<file path="src/sv/grid_ray_caster_core_macros.svh">
// Assertion macros shared by the grid ray caster RTL.
`ifndef GRID_RAY_CASTER_CORE_MACROS_SVH
`define GRID_RAY_CASTER_CORE_MACROS_SVH
`ifndef SYNTHESIS
// Same-cycle implication, checked at every rising clock edge outside reset.
`define GRC_ASSERT_IMP(lbl, clk, rst, ante, cons) \
   lbl: assert property (@(posedge clk) disable iff (rst) (ante) |-> (cons)) \
      else $error("grid ray caster: same-cycle check failed");
// Next-cycle implication, checked at every rising clock edge outside reset.
`define GRC_ASSERT_NXT(lbl, clk, rst, ante, cons) \
   lbl: assert property (@(posedge clk) disable iff (rst) (ante) |=> (cons)) \
      else $error("grid ray caster: next-cycle check failed");
`else
`define GRC_ASSERT_IMP(lbl, clk, rst, ante, cons)
`define GRC_ASSERT_NXT(lbl, clk, rst, ante, cons)
`endif
`endif

</file>
<file path="src/sv/grc_pkg.sv">
// Shared constants and types of the grid ray caster.
package grc_pkg;

   // Map and screen geometry.
   localparam int MAP_DIM       = 64;
   localparam int SCREEN_WIDTH  = 1024;
   localparam int SCREEN_HEIGHT = 768;
   localparam int MAP_CELLS     = MAP_DIM * MAP_DIM;
   localparam int MAP_AW        = $clog2(MAP_CELLS);
   localparam int CIDX_W        = $clog2(MAP_DIM);

   // Field and datapath widths.
   localparam int COL_W   = 10;
   localparam int CELL_W  = 6;
   localparam int POS_W   = 22;
   localparam int DIR_W   = 18;
   localparam int GRID_W  = 7;
   localparam int CAM_W   = 28;
   localparam int RAY_W   = 32;
   localparam int SIDE_W  = 41;
   localparam int CRD_W   = 9;
   localparam int DIST_W  = 32;
   localparam int HT_W    = 16;
   localparam int ROW_W   = 10;
   localparam int DIV_W   = 33;
   localparam int CSR_AW  = 5;
   localparam int CSR_DW  = 32;
   localparam int Q_ONE   = 65536;

   // Request kinds.
   typedef enum logic {
      REQ_MAP_WRITE = 1'b0,
      REQ_CAST      = 1'b1
   } grc_req_type;

   // Register indexes of the configuration port.
   typedef enum logic [2:0] {
      REG_POS_X   = 3'd0,
      REG_POS_Y   = 3'd1,
      REG_DIR_X   = 3'd2,
      REG_DIR_Y   = 3'd3,
      REG_PLANE_X = 3'd4,
      REG_PLANE_Y = 3'd5,
      REG_GRID_W  = 3'd6,
      REG_GRID_H  = 3'd7
   } grc_reg_type;

   // Sequencer states.
   typedef enum logic [10:0] {
      S_CLEAR  = 11'b000_0000_0001,
      S_IDLE   = 11'b000_0000_0010,
      S_RAY    = 11'b000_0000_0100,
      S_DIVX   = 11'b000_0000_1000,
      S_DIVY   = 11'b000_0001_0000,
      S_SIDE   = 11'b000_0010_0000,
      S_STEP   = 11'b000_0100_0000,
      S_LOOK   = 11'b000_1000_0000,
      S_DIST   = 11'b001_0000_0000,
      S_DIVH   = 11'b010_0000_0000,
      S_FINISH = 11'b100_0000_0000
   } grc_state_type;

endpackage

</file>
<file path="src/sv/grc_div.sv">
// Restoring divider that retires one quotient bit per cycle.
module grc_div import grc_pkg::*; (
   input  logic               clock,
   input  logic               reset,
   input  logic               start,
   input  logic [DIV_W-1:0]   dividend,
   input  logic [DIV_W-2:0]   divisor,
   output logic               done,
   output logic [DIV_W-1:0]   quot
);

   localparam int CNT_W = $clog2(DIV_W);

   logic [DIV_W-2:0] rem_ff;
   logic [DIV_W-1:0] quo_ff;
   logic [DIV_W-2:0] dvs_ff;
   logic [CNT_W-1:0] cnt_ff;
   logic             run_ff;
   logic             done_ff;
   logic [DIV_W-1:0] trial;
   logic [DIV_W-1:0] diff;
   logic             fits;

   // Trial subtraction of the divisor from the shifted partial remainder.
   // A zero divisor fits every time and yields an all-ones quotient.
   assign trial = {rem_ff, quo_ff[DIV_W-1]};
   assign diff  = trial - {1'b0, dvs_ff};
   assign fits  = trial >= {1'b0, dvs_ff};

   // Control: run until every dividend bit has been retired, then pulse done.
   always_ff @(posedge clock) begin
      if (reset) begin
         run_ff  <= 1'b0;
         done_ff <= 1'b0;
         cnt_ff  <= '0;
      end else begin
         done_ff <= run_ff && (cnt_ff == '0);
         if (start) begin
            run_ff <= 1'b1;
            cnt_ff <= CNT_W'(DIV_W - 1);
         end else if (run_ff) begin
            cnt_ff <= cnt_ff - CNT_W'(1);
            if (cnt_ff == '0) begin
               run_ff <= 1'b0;
            end
         end
      end
   end

   // Datapath: the quotient register shifts the dividend out as bits come in.
   always_ff @(posedge clock) begin
      if (start) begin
         rem_ff <= '0;
         quo_ff <= dividend;
         dvs_ff <= divisor;
      end else if (run_ff) begin
         rem_ff <= fits ? diff[DIV_W-2:0] : trial[DIV_W-2:0];
         quo_ff <= {quo_ff[DIV_W-2:0], fits};
      end
   end

   assign done = done_ff;
   assign quot = quo_ff;

endmodule
</file>
<file path="config.mk">
export PLATFORM = sky130hd
export DESIGN_NAME = grc_div
export DESIGN_NICKNAME = d
export VERILOG_FILES = /design/src/sv/grid_ray_caster_core_macros.svh /design/src/sv/grc_pkg.sv /design/src/sv/grc_div.sv
export SDC_FILE = /design/constraint.sdc
export NUM_CORES = 1
export LEC_CHECK = 0
export ABC_AREA = 1
export CORE_MARGIN = 3
export CORE_UTILIZATION = 35
export CTS_CLUSTER_DIAMETER = 120
export CTS_CLUSTER_SIZE = 14
export DETAILED_ROUTE_END_ITERATION = 10
export DONT_BUFFER_PORTS = 1
export RECOVER_POWER = 50
export SYNTH_ARGS = -nofsm -noshare
export SYNTH_HDL_FRONTEND = slang
export SYNTH_SLANG_ARGS = --single-unit
</file>
<file path="constraint.sdc">
create_clock -name clock -period 2.25 [get_ports clock]
set_clock_uncertainty 0.1 [all_clocks]
set_input_delay 0.225 -clock clock [delete_from_list [all_inputs] [get_ports clock]]
set_output_delay 0.225 -clock clock [all_outputs]
set_load 0.005 [all_outputs]
</file>
==> out/qor.log <==
[layout] final core area utilization 49.27%
[clock_network] CTS sink cnt 105
[synth] number of warnings reported in the yosys synthesis log 0
[layout] share of post-route cells with drive strength above 1 18.59%
[synth] share of synthesized area occupied by flip-flops and latches 39.66%
[outcome] failing checks max-capacitance violations, max-slew violations
[pwr] VDD IR max 360.0 uV
[global_route] global-route wire length before repair 30700 um
[critical_path] sort of element at the end of the critical path register
[placed_design] number of port buffers 0
[layout] count of inserted antenna diode cells 0
[synth] cell with the most instances after synthesis sky130_fd_sc_hd__nand2_1
[drt] Routed Antenna Nets 0
[critical_path] FF-to-FF setup slack 0.06 ns
[layout] area taken by flip-flops and latches 2753 sq um
[floorplan] I/O pin count 102
[critical_path] critical-path maximum fanout 8
[drt] average wire per standard cell 14.19 um
[pwr] Power Dens Cells 498.6 nW/um^2
[global_route] remaining global-route overflow 0
[sta] final worst path period share 97.30%
[pwr] Leak 4.610 nW
[sta] Max Transition Viols Final 65
[synth] top post-synthesis cells by area sky130_fd_sc_hd__edfxtp_1, sky130_fd_sc_hd__nand2_1, sky130_fd_sc_hd__dfxtp_1
[synth] syn avg cell area 6.899 sq um
[pwr] total power after layout 0.004688 W
[floorplan] area enclosed by the die boundary 21560 sq um
[drt] via/cell ratio 4.652
[clock_network] Max Root-Sink Buffers 2
[synth] Synth Cell Area 6940 sq um
[critical_path] reg2reg path depth 16
[sta] slew margin rel. -4.130%
[critical_path] crit start category register
[drt] Detailed Route Iter0 Violations 391
[critical_path] beginning of the worst register-to-register path dvs_ff[4]$_DFFE_PP_
[clock_network] clock latency reported for the late side of the worst-skew pair 0.37 ns
[outcome] status complete, but fails checks
[synth] synthesized netlist cell count 1006
[synth] proportion of netlist area held by the largest area contributor 28.12%
[critical_path] worst r2r dst rem_ff[4]$_SDFFE_PP0P_
[global_route] total routing usage reported by global routing 17.60%
[synth] synthesis-stage register bit count 105
[floorplan] area inside the core boundary 19080 sq um
[sta] transition time at the pin with the least slew margin 1.562 ns
[min_path] worst hold-check path type in -> reg
[clock_network] Clock Tree Root sky130_fd_sc_hd__clkbuf_16
[layout] Post-layout nets 1233
[sta] Setup-failing EPs final 0
[global_route] largest net degree at the start of global routing 65
[synth] cell types with the highest counts after synthesis sky130_fd_sc_hd__nand2_1, sky130_fd_sc_hd__inv_1, sky130_fd_sc_hd__nand3_1
[synth] distinct cell type count of the synthesized netlist 36
[drt] vias after detailed routing 6490
[clock_network] CTS tree yes
[layout] area growth from synthesis to final layout 35.46%
[drt] First-pass DRT Iterations 5
[placed_design] weighted congestion at the end of routability-driven global placement 0.9388
[min_path] worst hold start dividend[0]
[floorplan] initial core utilization 36.37%
[clock_network] clock-pin slew of the registers on the worst-case setup and hold paths 0.09 ns
[critical_path] startpoint-to-endpoint class of the critical path reg -> reg
[critical_path] required arrival time at the worst endpoint 2.41 ns
[sta] Post-Route Setup TNS 0 ns
[sta] final hold violations 0
[clock_network] H-tree depth 3
[placed_design] detailed placement HPWL 13690 um
[global_route] number of global-route vias before repair 6200
[floorplan] Die X 146.8 um
[drt] WL final 19800 um
[synth] library cell with the largest summed area after synthesis sky130_fd_sc_hd__edfxtp_1
[flow_run] number of max-cap violations 1
[floorplan] cell row count 50
[synth] number of enable-type register cells in the synthesized netlist 65
[min_path] cell depth of the worst min-delay path 2
[min_path] Hold Crit Endpoint quot[0]$_DFFE_PP_
[synth] Net Count, Synth 1109
[layout] total area of multi-input combinational cells 3965 sq um
[layout] number of fillers in the final layout 1876
[synth] most used flip-flop cell after synthesis sky130_fd_sc_hd__edfxtp_1
[critical_path] Worst Path Arrival 2.35 ns
[synth] fraction of synthesis flops using an asynchronous set or reset pin 0%
[floorplan] Die Y-Extent 146.8 um
[sta] minimum clock period after layout 2.189 ns
[global_route] number of antenna violations at the first check in global routing 0
[sta] maximum operating frequency 456.8 MHz
[clock_network] total CTS buffers 9
[drt] post-detailed-route DRC marker count 0
-- power breakdown --
group / switching (W) / total, W / internal (W)
combinational: 0.000409 / 0.000747 / 0.000338
sequential: 0.0000794 / 0.00227 / 0.00219
clock: 0.000865 / 0.00167 / 0.000806
-- cell type report --
| cell class | count | area share [%] |
|---|---|---|
| clock inverters | 7 | 1.051 |
| flip-flops and latches | 105 | 29.28 |
| clock buffers | 9 | 2.396 |
| repair buffers | 135 | 14.05 |
| well taps | 260 | 3.460 |
| multi-input cells | 689 | 42.17 |
| inverters | 190 | 7.586 |
-- critical path, cell delays in order, from the launching register on --
cell	delay, ns
sky130_fd_sc_hd__edfxtp_1	0.35
sky130_fd_sc_hd__inv_2	0.05
sky130_fd_sc_hd__ha_4	0.26
sky130_fd_sc_hd__buf_4	0.12
sky130_fd_sc_hd__nand2_4	0.06
sky130_fd_sc_hd__nor2_4	0.12
sky130_fd_sc_hd__inv_2	0.04
sky130_fd_sc_hd__nor2_1	0.12
sky130_fd_sc_hd__nand2_1	0.10
sky130_fd_sc_hd__nor2_4	0.13
sky130_fd_sc_hd__nor2_4	0.05
sky130_fd_sc_hd__buf_6	0.12
sky130_fd_sc_hd__nand2_8	0.11
sky130_fd_sc_hd__clkbuf_16	0.17
sky130_fd_sc_hd__nand2_1	0.05
sky130_fd_sc_hd__nand3_1	0.06
sky130_fd_sc_hd__o21ai_1	0.06
-- placed cells by master, fill, tap and decap left out, types with 8 or more instances in the layout --
cell,n
sky130_fd_sc_hd__nand2_1,378
sky130_fd_sc_hd__inv_1,174
sky130_fd_sc_hd__nand3_1,71
sky130_fd_sc_hd__edfxtp_1,65
sky130_fd_sc_hd__dlygate4sd3_1,65
sky130_fd_sc_hd__buf_4,57
sky130_fd_sc_hd__dfxtp_1,40
sky130_fd_sc_hd__nor2_1,39
sky130_fd_sc_hd__nand2_2,37
sky130_fd_sc_hd__ha_4,29
sky130_fd_sc_hd__a21oi_1,16
sky130_fd_sc_hd__nand3b_1,15
sky130_fd_sc_hd__inv_2,15
sky130_fd_sc_hd__xnor2_1,13
sky130_fd_sc_hd__clkbuf_16,13
sky130_fd_sc_hd__nand3_2,11
sky130_fd_sc_hd__nor2_4,11
sky130_fd_sc_hd__o21ai_1,10
sky130_fd_sc_hd__nand4_1,8
-- flip-flops by register name, indices dropped and copies added, names as in the netlist --
register / cells
quot: 33
dvs_ff: 32
rem_ff: 32
cnt_ff: 6
done: 1
run_ff: 1
-- layer usage --
| metal | vias to the layer above | track usage (%) | share of wire [%] |
|---|---|---|---|
| met1 | 2980 | 22.71 | 45 |
| met4 | 0 | 4.610 | 1.9 |
| met5 | - | 0 | 0 |
| li1 | 3343 | - | - |
| met2 | 144 | 29.73 | 48 |
| met3 | 23 | 4.102 | 5.5 |
-- through the flow --
stage	instances	setup slack, ns	instance area [sq um]	hold WS (ns)
after floorplan	1006	0.1622	6942	0.1965
after global placement	1297	-0.07892	7586	0.2012
after detailed placement	1297	-0.09909	7586	0.2001
after CTS	1379	0.006038	8631	0.05910
after global routing	1395	-0.05445	9402	0.05615
final	1395	0.06067	9402	0.05537
-- cell families after synthesis --
group                      Yosys count  share of synthesized area, %
DFF                                105                         39.66
buffers and inverters              212                         12.15
xor gates and xnor gates            14                         1.767
AOI/OAI and AO/OA                   45                         3.570
adders and majority gates           35                         6.418
and+or+nand+nor                    595                         36.43
-- worst max-delay path by stage --
| stage | from | endpoint |
|---|---|---|
| floorplan | quot[32]$_DFFE_PP_ | rem_ff[30]$_SDFFE_PP0P_ |
| global route | dvs_ff[20]$_DFFE_PP_ | rem_ff[30]$_SDFFE_PP0P_ |
| CTS | dvs_ff[16]$_DFFE_PP_ | rem_ff[1]$_SDFFE_PP0P_ |
| global placement | dvs_ff[0]$_DFFE_PP_ | rem_ff[30]$_SDFFE_PP0P_ |
| detailed placement | quot[32]$_DFFE_PP_ | rem_ff[30]$_SDFFE_PP0P_ |
| finish | dvs_ff[4]$_DFFE_PP_ | rem_ff[4]$_SDFFE_PP0P_ |
-- timing repair --
item / 4_1_cts / 5_1_grt
resized for setup: 10 / 123
hold buffers: 66 / 0
setup buffers: 0 / 13
endpoints found under the setup margin: 33 / 33
endpoints found under the hold margin: 99 / 0
gates cloned: 0 / 4
pin swaps: 0 / 32
Note: power is estimated with default switching activity, not from simulation.
